**src/hw/rtl/imu_ufp_pkg.sv**
```systemverilog
`default_nettype none

package imu_ufp_pkg;

    localparam int BYTE_W  = 8;
    localparam int RAW_W   = 16;
    localparam int ACCEL_W = 13;
    localparam int RATE_W  = 20;
    localparam int TILT_W  = 17;
    localparam int FRAC_SHIFT = 7;

    localparam logic [BYTE_W-1:0] HDR_BYTE   = 8'h55;
    localparam logic [BYTE_W-1:0] TYPE_ACCEL = 8'h51;
    localparam logic [BYTE_W-1:0] TYPE_RATE  = 8'h52;
    localparam logic [BYTE_W-1:0] TYPE_TILT  = 8'h53;

    localparam int FRAME_LEN   = 11;
    localparam int PAYLOAD_LEN = 6;
    localparam int AXES        = 3;

    // Scale factors: full scale of each sensor.
    localparam int K_ACCEL = 16;
    localparam logic signed [11:0] K_RATE = 12'sd2000;
    localparam logic signed [8:0]  K_TILT = 9'sd180;

    localparam int ACCEL_SHIFT = FRAC_SHIFT - $clog2(K_ACCEL);
    localparam int RATE_PW = RAW_W + 11;
    localparam int TILT_PW = RAW_W + 9;

    typedef enum logic [1:0] {
        KIND_ACCEL = 2'd0,
        KIND_RATE  = 2'd1,
        KIND_TILT  = 2'd2,
        KIND_OTHER = 2'd3
    } kind_t;

    // Multiplying by 16 and shifting right by 7 is a plain arithmetic shift.
    function automatic logic signed [ACCEL_W-1:0] scale_accel(input logic [RAW_W-1:0] raw);
        logic signed [RAW_W-1:0] s;
        s = signed'(raw);
        return ACCEL_W'(s >>> ACCEL_SHIFT);
    endfunction

    function automatic logic signed [RATE_W-1:0] scale_rate(input logic [RAW_W-1:0] raw);
        logic signed [RATE_PW-1:0] p;
        p = RATE_PW'(signed'(raw)) * RATE_PW'(K_RATE);
        return RATE_W'(p >>> FRAC_SHIFT);
    endfunction

    function automatic logic signed [TILT_W-1:0] scale_tilt(input logic [RAW_W-1:0] raw);
        logic signed [TILT_PW-1:0] p;
        p = TILT_PW'(signed'(raw)) * TILT_PW'(K_TILT);
        return TILT_W'(p >>> FRAC_SHIFT);
    endfunction

endpackage

`default_nettype wire

```
**src/hw/rtl/imu_ufp_if.sv**
```systemverilog
`default_nettype none

interface imu_ufp_byte_if;
    logic                                valid;
    logic                                ready;
    logic [imu_ufp_pkg::BYTE_W-1:0]      rx_byte;

    modport source (output valid, output rx_byte, input ready);
    modport sink (input valid, input rx_byte, output ready);
endinterface

interface imu_ufp_frame_if;
    logic                                   valid;
    logic                                   ready;
    logic [1:0]                             frame_kind;
    logic signed [imu_ufp_pkg::ACCEL_W-1:0] accel_x;
    logic signed [imu_ufp_pkg::ACCEL_W-1:0] accel_y;
    logic signed [imu_ufp_pkg::ACCEL_W-1:0] accel_z;
    logic signed [imu_ufp_pkg::RATE_W-1:0]  rate_x;
    logic signed [imu_ufp_pkg::RATE_W-1:0]  rate_y;
    logic signed [imu_ufp_pkg::RATE_W-1:0]  rate_z;
    logic signed [imu_ufp_pkg::TILT_W-1:0]  tilt_x;
    logic signed [imu_ufp_pkg::TILT_W-1:0]  tilt_y;
    logic signed [imu_ufp_pkg::TILT_W-1:0]  tilt_z;

    modport source (
        output valid, output frame_kind,
        output accel_x, output accel_y, output accel_z,
        output rate_x, output rate_y, output rate_z,
        output tilt_x, output tilt_y, output tilt_z,
        input ready
    );
    modport sink (
        input valid, input frame_kind,
        input accel_x, input accel_y, input accel_z,
        input rate_x, input rate_y, input rate_z,
        input tilt_x, input tilt_y, input tilt_z,
        output ready
    );
endinterface

`default_nettype wire

```
**src/hw/rtl/imu_uart_frame_parser.sv**
```systemverilog
`default_nettype none

// Channel  Dir  Payload                                   Item
// rx       in   rx_byte[7:0]                              one received serial byte
// frame    out  frame_kind, accel_*, rate_*, tilt_*       one decoded frame, all nine values
//
// One byte is taken per cycle while nothing is stalled; once a frame's last byte is
// taken, its result goes through the parser stage, then the scaling multipliers that
// feed the output register. Reset clears the byte counter, the stored triples and both
// result stages. A stalled output holds one result in the output register and one in the
// parser stage; input is refused only when both are full.
module imu_uart_frame_parser (
    input  wire logic        clk,
    input  wire logic        rst_n,
    imu_ufp_byte_if.sink     rx,
    imu_ufp_frame_if.source  frame
);

    localparam logic [3:0] LAST_POS = 4'(imu_ufp_pkg::FRAME_LEN - 1);
    localparam logic [3:0] PAY_FIRST = 4'd2;
    localparam logic [3:0] PAY_LAST = 4'(imu_ufp_pkg::PAYLOAD_LEN + 1);

    logic [3:0] byte_count_reg, byte_count_next;
    logic [7:0] frame_type_reg;
    logic [7:0] payload_reg [imu_ufp_pkg::PAYLOAD_LEN];
    logic [15:0] accel_raw_reg [imu_ufp_pkg::AXES];
    logic [15:0] rate_raw_reg [imu_ufp_pkg::AXES];
    logic [15:0] tilt_raw_reg [imu_ufp_pkg::AXES];
    logic [15:0] triple [imu_ufp_pkg::AXES];
    logic [2:0] pay_idx;

    logic done_reg;
    imu_ufp_pkg::kind_t done_kind_reg;
    imu_ufp_pkg::kind_t kind;

    logic out_valid_reg;
    imu_ufp_pkg::kind_t out_kind_reg;
    logic signed [imu_ufp_pkg::ACCEL_W-1:0] accel_out_reg [imu_ufp_pkg::AXES];
    logic signed [imu_ufp_pkg::RATE_W-1:0]  rate_out_reg [imu_ufp_pkg::AXES];
    logic signed [imu_ufp_pkg::TILT_W-1:0]  tilt_out_reg [imu_ufp_pkg::AXES];

    logic slot_free;
    logic in_fire;
    logic last_byte;
    logic pay_write;

    assign slot_free = !out_valid_reg || frame.ready;
    assign rx.ready  = !done_reg || slot_free;
    assign in_fire   = rx.valid && rx.ready;
    assign last_byte = in_fire && (byte_count_reg == LAST_POS);
    assign pay_write = in_fire && (byte_count_reg >= PAY_FIRST) && (byte_count_reg <= PAY_LAST);
    assign pay_idx   = 3'(byte_count_reg - PAY_FIRST);

    always_comb
    begin
        priority if (!in_fire)
        begin
            byte_count_next = byte_count_reg;
        end
        else if (byte_count_reg == 4'd0)
        begin
            byte_count_next = (rx.rx_byte == imu_ufp_pkg::HDR_BYTE) ? 4'd1 : 4'd0;
        end
        else if (byte_count_reg == LAST_POS)
        begin
            byte_count_next = 4'd0;
        end
        else
        begin
            byte_count_next = byte_count_reg + 4'd1;
        end
    end

    always_comb
    begin
        unique case (frame_type_reg)
            imu_ufp_pkg::TYPE_ACCEL: kind = imu_ufp_pkg::KIND_ACCEL;
            imu_ufp_pkg::TYPE_RATE:  kind = imu_ufp_pkg::KIND_RATE;
            imu_ufp_pkg::TYPE_TILT:  kind = imu_ufp_pkg::KIND_TILT;
            default:                 kind = imu_ufp_pkg::KIND_OTHER;
        endcase
    end

    // Payload words are little endian: low byte first.
    always_comb
    begin
        for (int i = 0; i < imu_ufp_pkg::AXES; i++)
        begin
            triple[i] = {payload_reg[2*i+1], payload_reg[2*i]};
        end
    end

    always_ff @(posedge clk or negedge rst_n)
    begin
        if (!rst_n)
        begin
            byte_count_reg <= 4'd0;
            frame_type_reg <= 8'd0;
            done_reg       <= 1'b0;
            done_kind_reg  <= imu_ufp_pkg::KIND_OTHER;
            out_valid_reg  <= 1'b0;
            out_kind_reg   <= imu_ufp_pkg::KIND_OTHER;
            for (int i = 0; i < imu_ufp_pkg::AXES; i++)
            begin
                accel_raw_reg[i] <= 16'd0;
                rate_raw_reg[i]  <= 16'd0;
                tilt_raw_reg[i]  <= 16'd0;
            end
        end
        else
        begin
            byte_count_reg <= byte_count_next;
            if (in_fire && byte_count_reg == 4'd1)
            begin
                frame_type_reg <= rx.rx_byte;
            end

            if (last_byte)
            begin
                for (int i = 0; i < imu_ufp_pkg::AXES; i++)
                begin
                    if (kind == imu_ufp_pkg::KIND_ACCEL)
                    begin
                        accel_raw_reg[i] <= triple[i];
                    end
                    if (kind == imu_ufp_pkg::KIND_RATE)
                    begin
                        rate_raw_reg[i] <= triple[i];
                    end
                    if (kind == imu_ufp_pkg::KIND_TILT)
                    begin
                        tilt_raw_reg[i] <= triple[i];
                    end
                end
            end

            if (last_byte)
            begin
                done_reg      <= 1'b1;
                done_kind_reg <= kind;
            end
            else if (slot_free)
            begin
                done_reg <= 1'b0;
            end

            if (slot_free)
            begin
                out_valid_reg <= done_reg;
                if (done_reg)
                begin
                    out_kind_reg <= done_kind_reg;
                end
            end
        end
    end

    always_ff @(posedge clk)
    begin
        if (pay_write)
        begin
            payload_reg[pay_idx] <= rx.rx_byte;
        end
    end

    // The stored triples cannot change while a finished frame waits here, so the
    // scaling reads them straight from the raw registers.
    always_ff @(posedge clk)
    begin
        if (slot_free && done_reg)
        begin
            for (int i = 0; i < imu_ufp_pkg::AXES; i++)
            begin
                accel_out_reg[i] <= imu_ufp_pkg::scale_accel(accel_raw_reg[i]);
                rate_out_reg[i]  <= imu_ufp_pkg::scale_rate(rate_raw_reg[i]);
                tilt_out_reg[i]  <= imu_ufp_pkg::scale_tilt(tilt_raw_reg[i]);
            end
        end
    end

    assign frame.valid      = out_valid_reg;
    assign frame.frame_kind = out_kind_reg;
    assign frame.accel_x    = accel_out_reg[0];
    assign frame.accel_y    = accel_out_reg[1];
    assign frame.accel_z    = accel_out_reg[2];
    assign frame.rate_x     = rate_out_reg[0];
    assign frame.rate_y     = rate_out_reg[1];
    assign frame.rate_z     = rate_out_reg[2];
    assign frame.tilt_x     = tilt_out_reg[0];
    assign frame.tilt_y     = tilt_out_reg[1];
    assign frame.tilt_z     = tilt_out_reg[2];

`ifndef ASSERT_OFF
    a_count_range: assert property (@(posedge clk) disable iff (!rst_n)
        byte_count_reg <= LAST_POS)
        else $error("byte counter beyond frame length");

    a_last_sets_done: assert property (@(posedge clk) disable iff (!rst_n)
        last_byte |=> done_reg && byte_count_reg == 4'd0)
        else $error("completed frame not handed to result stage");

    a_done_hunting: assert property (@(posedge clk) disable iff (!rst_n)
        done_reg |-> byte_count_reg == 4'd0)
        else $error("new frame started while a result waits");

    a_out_from_done: assert property (@(posedge clk) disable iff (!rst_n)
        $rose(out_valid_reg) |-> $past(done_reg))
        else $error("result appeared without a completed frame");

    a_no_drop: assert property (@(posedge clk) disable iff (!rst_n)
        done_reg && !slot_free |=> done_reg)
        else $error("pending result lost under stall");
`endif

endmodule

`default_nettype wire
```
**src/flat_wrapper.sv**
```systemverilog
// flat-port wrapper written by rule: the top's interface ports become plain ports
module imu_uart_frame_parser_flat 
  (clk, rst_n, rx_valid, rx_rx_byte, rx_ready, frame_valid, frame_frame_kind, frame_accel_x, frame_accel_y, frame_accel_z, frame_rate_x, frame_rate_y, frame_rate_z, frame_tilt_x, frame_tilt_y, frame_tilt_z, frame_ready);
  imu_ufp_byte_if rx_i ();
  imu_ufp_frame_if frame_i ();
  input  wire logic clk;
  input  wire logic rst_n;
  input wire logic [$bits(rx_i.valid)-1:0] rx_valid;
  input wire logic [$bits(rx_i.rx_byte)-1:0] rx_rx_byte;
  output wire logic [$bits(rx_i.ready)-1:0] rx_ready;
  output wire logic [$bits(frame_i.valid)-1:0] frame_valid;
  output wire logic [$bits(frame_i.frame_kind)-1:0] frame_frame_kind;
  output wire logic [$bits(frame_i.accel_x)-1:0] frame_accel_x;
  output wire logic [$bits(frame_i.accel_y)-1:0] frame_accel_y;
  output wire logic [$bits(frame_i.accel_z)-1:0] frame_accel_z;
  output wire logic [$bits(frame_i.rate_x)-1:0] frame_rate_x;
  output wire logic [$bits(frame_i.rate_y)-1:0] frame_rate_y;
  output wire logic [$bits(frame_i.rate_z)-1:0] frame_rate_z;
  output wire logic [$bits(frame_i.tilt_x)-1:0] frame_tilt_x;
  output wire logic [$bits(frame_i.tilt_y)-1:0] frame_tilt_y;
  output wire logic [$bits(frame_i.tilt_z)-1:0] frame_tilt_z;
  input wire logic [$bits(frame_i.ready)-1:0] frame_ready;
  assign rx_i.valid = rx_valid;
  assign rx_i.rx_byte = rx_rx_byte;
  assign rx_ready = rx_i.ready;
  assign frame_valid = frame_i.valid;
  assign frame_frame_kind = frame_i.frame_kind;
  assign frame_accel_x = frame_i.accel_x;
  assign frame_accel_y = frame_i.accel_y;
  assign frame_accel_z = frame_i.accel_z;
  assign frame_rate_x = frame_i.rate_x;
  assign frame_rate_y = frame_i.rate_y;
  assign frame_rate_z = frame_i.rate_z;
  assign frame_tilt_x = frame_i.tilt_x;
  assign frame_tilt_y = frame_i.tilt_y;
  assign frame_tilt_z = frame_i.tilt_z;
  assign frame_i.ready = frame_ready;
  imu_uart_frame_parser u_core (.clk(clk), .rst_n(rst_n), .rx(rx_i), .frame(frame_i));
endmodule
```
**config.mk**
```make
export PLATFORM = sky130hd
export DESIGN_NAME = imu_uart_frame_parser_flat
export DESIGN_NICKNAME = d
export VERILOG_FILES = /design/src/hw/rtl/imu_ufp_pkg.sv /design/src/hw/rtl/imu_ufp_if.sv /design/src/hw/rtl/imu_uart_frame_parser.sv /design/src/flat_wrapper.sv
export SDC_FILE = /design/constraint.sdc
export NUM_CORES = 1
export LEC_CHECK = 0
export BUFFER_PORTS_ARGS = -buffer_cell sky130_fd_sc_hd__buf_2
export CAP_MARGIN = 20
export CELL_PAD_IN_SITES_DETAIL_PLACEMENT = 0
export CELL_PAD_IN_SITES_GLOBAL_PLACEMENT = 1
export CORE_MARGIN = 2
export CORE_UTILIZATION = 45
export DETAILED_ROUTE_END_ITERATION = 6
export GPL_ROUTABILITY_DRIVEN = 1
export HOLD_SLACK_MARGIN = 0.15
export PLACE_DENSITY_LB_ADDON = 0.1
export SYNTH_ARGS = -nofsm -noshare
export SYNTH_HDL_FRONTEND = slang
export SYNTH_SLANG_ARGS = --single-unit
```
**constraint.sdc**
```tcl
create_clock -name clk -period 11.4 [get_ports clk]
set_clock_uncertainty 0.05 [all_clocks]
set_input_delay 2.28 -clock clk [delete_from_list [all_inputs] [get_ports clk]]
set_output_delay 2.28 -clock clk [all_outputs]
set_load 0.05 [all_outputs]
```
# ---- Word-level counts from Yosys, hierarchy flattened
# Memories as Yosys holds them, arrays and structs flattened.
# Index checks and enable logic that the tools add are counted.
dict set report totals {
  memories 4
  ramBits 198
  latch_bits 0
  rom_bits 0
  wordCells 64
  out_inout_bits 154
  register_bits 162
  in_bits 12
}
# name words width read_ports rd_ports_with_merged_regs write_ports line_no
set memory_table {}
lappend memory_table {u_core.rate_out_reg 3 20 3 0 3 imu_uart_frame_parser.sv:39} ;# logic signed [imu_ufp_pkg::RATE_W-1:0] rate_out_reg [imu_ufp_pkg::AXES];
lappend memory_table {u_core.tilt_out_reg 3 17 3 0 3 imu_uart_frame_parser.sv:40} ;# logic signed [imu_ufp_pkg::TILT_W-1:0] tilt_out_reg [imu_ufp_pkg::AXES];
lappend memory_table {u_core.payload_reg 6 8 6 0 1 imu_uart_frame_parser.sv:25} ;# logic [7:0] payload_reg [imu_ufp_pkg::PAYLOAD_LEN];
lappend memory_table {u_core.accel_out_reg 3 13 3 0 3 imu_uart_frame_parser.sv:38} ;# logic signed [imu_ufp_pkg::ACCEL_W-1:0] accel_out_reg [imu_ufp_pkg::AXES];
dict set report op_classes {
  magnitude_cmp 2
  mul 6
  n_eq_ne 8
  n_addsub 2
  n_mux 10
  n_div 0
  shifts 0
  n_bitwise 0
  n_reduce_logical 17
}
# operator n
set op_table {}
lappend op_table {{$mul A16 B8 Y23 const B} 3}
lappend op_table {{$mul A16 B7 Y22 const B} 3}
lappend op_table {{$eq A8 B7 Y1 const B} 4}
lappend op_table {{$mux W4} 2}
lappend op_table {{$reduce_and A2 Y1} 4}
lappend op_table {{$mux W1} 7}
lappend op_table {{$logic_and A1 B1 Y1} 6}
lappend op_table {{$pmux W2 S3} 1}
lappend op_table {{$add A4 B1 Y4 const B} 1}
lappend op_table {{$eq A4 B1 Y1 const B} 1}
lappend op_table {{$eq A4 B4 Y1 const B} 1}
lappend op_table {{$ge A4 B2 Y1 const B} 1}
lappend op_table {{$le A4 B3 Y1 const B} 1}
lappend op_table {{$logic_not A4 Y1} 1}
lappend op_table {{$sub A3 B2 Y3 const B} 1}
lappend op_table {{$eq A2 B1 Y1 const B} 1}
lappend op_table {{$eq A2 B2 Y1 const B} 1}
lappend op_table {{$logic_not A1 Y1} 2}
lappend op_table {{$logic_not A2 Y1} 1}
lappend op_table {{$logic_or A1 B1 Y1} 2}
lappend op_table {{$reduce_bool A2 Y1} 1}

# ---- Logic depth before layout (Yosys ltp)
dict set report depth {
  ltp_word 8
  mapped_depth 17
  ltp_nobuf 17
}

# ---- Worst setup path before layout
# No wires, ideal clock.
dict set report synth_path {
  path_type {input-to-reg}
  start {input frame_ready}
  end {memory u_core.accel_out_reg[0][0] (netlist bit) (enable)}
  setup_slack_ns 5.448
  arrival_ns 5.399
  path_buffers 0
  setup_time_ns 0.503
  required_time_ns 10.847
  path_stages 3
  cell_sequence {nand2b_1 nand2_1 inv_1}
}
# item line_no
set synth_lines {}
lappend synth_lines {{start, declared} flat_wrapper.sv:22} ;# input wire logic [$bits(frame_i.ready)-1:0] frame_ready;
lappend synth_lines {{end, declared} imu_uart_frame_parser.sv:38}

# ---- Worst setup path in the final report
dict set report layout_path {
  start {input frame_ready}
  end {output rx_ready}
}
dict set report layout_via {
  elab_chain_cells 2
}
# item line_no
set layout_rtl {}
lappend layout_rtl {{$logic_or A1 B1 Y1} imu_uart_frame_parser.sv:47} ;# assign slot_free = !out_valid_reg || frame.ready;
lappend layout_rtl {{$logic_or A1 B1 Y1} imu_uart_frame_parser.sv:48} ;# assign rx.ready = !done_reg || slot_free;
lappend layout_rtl {{end, declared} flat_wrapper.sv:10} ;# output wire logic [$bits(rx_i.ready)-1:0] rx_ready;
# No other way between the ends.

==> run metrics <==
Synth top area share=21.8%; status=completed; largest net degree at the start of global routing=99; CTS Buf Count=43; Congestion Overflow GR=0; Slew Viols, Final=0; Slowest-stage cell, CP=buf_2; cts repair resizes=0; internal power=2.56 mW; crit path to=rx_ready; routed vias/inst=4.90; VDD IR max=104 µV; Initial DRC Count=670; Critical Path Most Common Cell=buf_2; Final Cycle Share=45.0%; Synth Register Bits=351; number of synthesis warnings=0; Slew @ Worst Pin=1.01 ns; Crit path required time=9.07 ns; Port Buffers=165; routed wire length=52.6 mm; via count=16366; GRT Resource Usage Total=17.7%; Root Buffer=clkbuf_16; Startpoint Class=input pin; layout cell share with drive strength beyond 1=15.9%; commonest non-fill, non-tap cell in the layout=inv_1; Seq. cell area=9780 µm²; first-pass GRT wire length=88.7 mm; core box area=60100 µm²; WL/cell=15.8 µm; most frequent cells in the layout=inv_1, ha_1, fa_1, edfxtp_1, buf_2; Seq/Total Area, Yosys=35.9%; Mapped Nets=2923; ranking of synthesized cells by area=edfxtp_1, fa_1, ha_1, dfrtp_1, inv_1; postcts setup bufs=0; final setup violation count=0; f_max=0.195 GHz; share of flip-flops with an asynchronous set or reset=43.6%; GP Congestion=0.810; critical-path cell list=buf_2 > nand3b_4 > buf_2; Flop pwr share=43.0%; Synth Instances=2326; FF-to-FF Start=u_core.rate_raw_reg[20]$_DFFE_PN0P_; area leader, netlist=edfxtp_1; unrepaired setup endpoints after global routing=false; via count of the first global-routing pass=17574; clock latency on the worst-skew pair=0.59 ns; Rel. slew slack=31.9%; # hold bufs at CTS=0; count of different cell masters after synthesis=90; Die Y=250 µm; cells on worst reg2reg path=14; setup ws final=6.27 ns; Worst Path Max Fanout=5; number of enable flip-flop cells after synthesis=198; FILL cells=5467; CP Data Arrival Time=2.80 ns; CP Class=input pin to output port; fin crit period=5.13 ns; num ports=166; max incr delay on CP=0.23 ns; CTS tree=yes; Setup WS pre-CTS=6.27 ns; crit path from=frame_ready; placed wire-length estimate=42.3 mm; 1st-pass router iterations=4; HP Class=flip-flop to flip-flop; net switching power=1.10 mW; R2R setup slack=6.61 ns; Logic pwr share=17.7%; part of the power in the clock network=39.2%; crit end category=output port; Leakage=15.9 nW; Site Rows=90; max FFs per register=60; Syn-to-layout area delta=12.1%; die width=250 µm; die area=62500 µm²; starting density of the core=45.3%; DR DRC count=0; Final TNS setup=0 ns; reg-to-reg critical path endpoint=u_core.rate_out_reg[0][36]$_DFFE_PP_; clk sinks=351; n_diodes=0; Clock Path Buffers=3; Fin. Hold Viols=0; initial antenna violation count=2; Mapped Area=27200 µm²; Final Net Count=3120; Multi-input gate area=14900 µm²; Synth Flop Type=edfxtp_1; post-route ant nets=0; switching part of the total power=30.0%; # H-tree levels=2; CTS clk-pin slew, worst paths=0.06 ns; syn avg cell area=11.7 µm²; PwrDens=120 nW/µm²; maxcap violations=0
routing by layer:
layer	vias to the layer above	global-route usage, %	part of all wire (%)
li1	7917	-	-
met1	8186	23.0	45
met2	199	30.9	50
met3	64	2.18	3.1
met4	0	5.12	2.3
met5	-	0	0
kinds of logic after synthesis:
| group | after synthesis | share of synthesized area (%) |
|---|---|---|
| adder cells (fa/ha/maj) | 585 | 33.8 |
| AND/OR/NAND/NOR | 221 | 4.35 |
| XOR/XNOR | 113 | 3.63 |
| buffers and inverters | 669 | 9.47 |
| multiplexers | 151 | 6.61 |
| flip-flops | 351 | 35.9 |
| AO/OA/AOI/OAI | 236 | 6.20 |
worst min-delay path by stage:
stage | startpoint | to | slack [ns] | depth (start not counted)
final | u_core.accel_raw_reg[22]$_DFFE_PN0P_ | u_core.accel_out_reg[0][16]$_DFFE_PP_ | 0.39 | 0
after global routing | u_core.accel_raw_reg[22]$_DFFE_PN0P_ | u_core.accel_out_reg[0][16]$_DFFE_PP_ | 0.40 | 0
after CTS | u_core.accel_raw_reg[22]$_DFFE_PN0P_ | u_core.accel_out_reg[0][16]$_DFFE_PP_ | 0.39 | 0
after detailed placement | u_core.accel_raw_reg[42]$_DFFE_PN0P_ | u_core.accel_out_reg[0][7]$_DFFE_PP_ | 0.38 | 0
after global placement | u_core.accel_raw_reg[20]$_DFFE_PN0P_ | u_core.accel_out_reg[0][14]$_DFFE_PP_ | 0.38 | 0
after floorplan | u_core.accel_raw_reg[5]$_DFFE_PN0P_ | u_core.accel_out_reg[0][28]$_DFFE_PP_ | 0.37 | 0
through the flow:
| step | instances | hold slack [ns] | cell area [µm²] | utilization [%] | total power [mW] |
|---|---|---|---|---|---|
| after CTS | 3339 | 0.395 | 30500 | 50.7 | 3.72 |
| after global routing | 3340 | 0.400 | 30500 | 50.8 | 3.84 |
| after global placement | 3259 | 0.378 | 29000 | 48.2 | 2.25 |
| final | 3340 | 0.385 | 30500 | 50.8 | 3.66 |
| after detailed placement | 3259 | 0.379 | 29000 | 48.2 | 2.26 |
| after floorplan | 2326 | 0.368 | 27200 | - | 2.07 |
Yosys cell counts (3+ instances only):
master	number
or2_2	4
mux2_2	96
a31oi_1	15
o21ai_0	34
inv_1	647
nor4_1	6
nand4_1	6
o21ai_1	9
fa_1	253
nand3_1	17
ha_1	332
a211oi_1	12
and3_1	10
dfstp_2	4
or3_1	6
o21bai_1	5
a21oi_1	57
xor2_1	30
nand2_1	31
nor2_1	68
buf_6	7
o211ai_1	5
buf_2	8
mux2_1	22
o21a_1	16
mux2_4	28
clkbuf_1	5
xnor2_1	83
dfrtp_1	149
o311ai_1	4
nand2b_1	13
mux2i_1	5
and4_1	4
nor2b_1	11
nor3_1	16
edfxtp_1	198
and2_1	9
a211o_1	3
a21o_1	32
critical path: cells and delay by family:
family                 cells  cell delay [ns]
AND/OR/NAND/NOR            1             0.18
buffers and inverters      2             0.33
cell type report:
| class | instances | area share [%] |
|---|---|---|
| Clock buffer | 56 | 4.00 |
| Clock inverter | 24 | 0.971 |
| Inverter | 647 | 7.97 |
| Multi-Input combinational cell | 1306 | 48.8 |
| Sequential cell | 351 | 32.0 |
| Tap cell | 782 | 3.21 |
| Timing Repair Buffer | 174 | 3.01 |
power by group through the flow:
stage	sequential, mW	clock, mW	combinational (mW)
finish	1.58	1.44	0.650
global route	1.59	1.53	0.727
CTS	1.58	1.48	0.662
detailed placement	1.60	0	0.657
global placement	1.60	0	0.652
floorplan	1.74	0	0.336
Power figures use the tool's default switching activity.
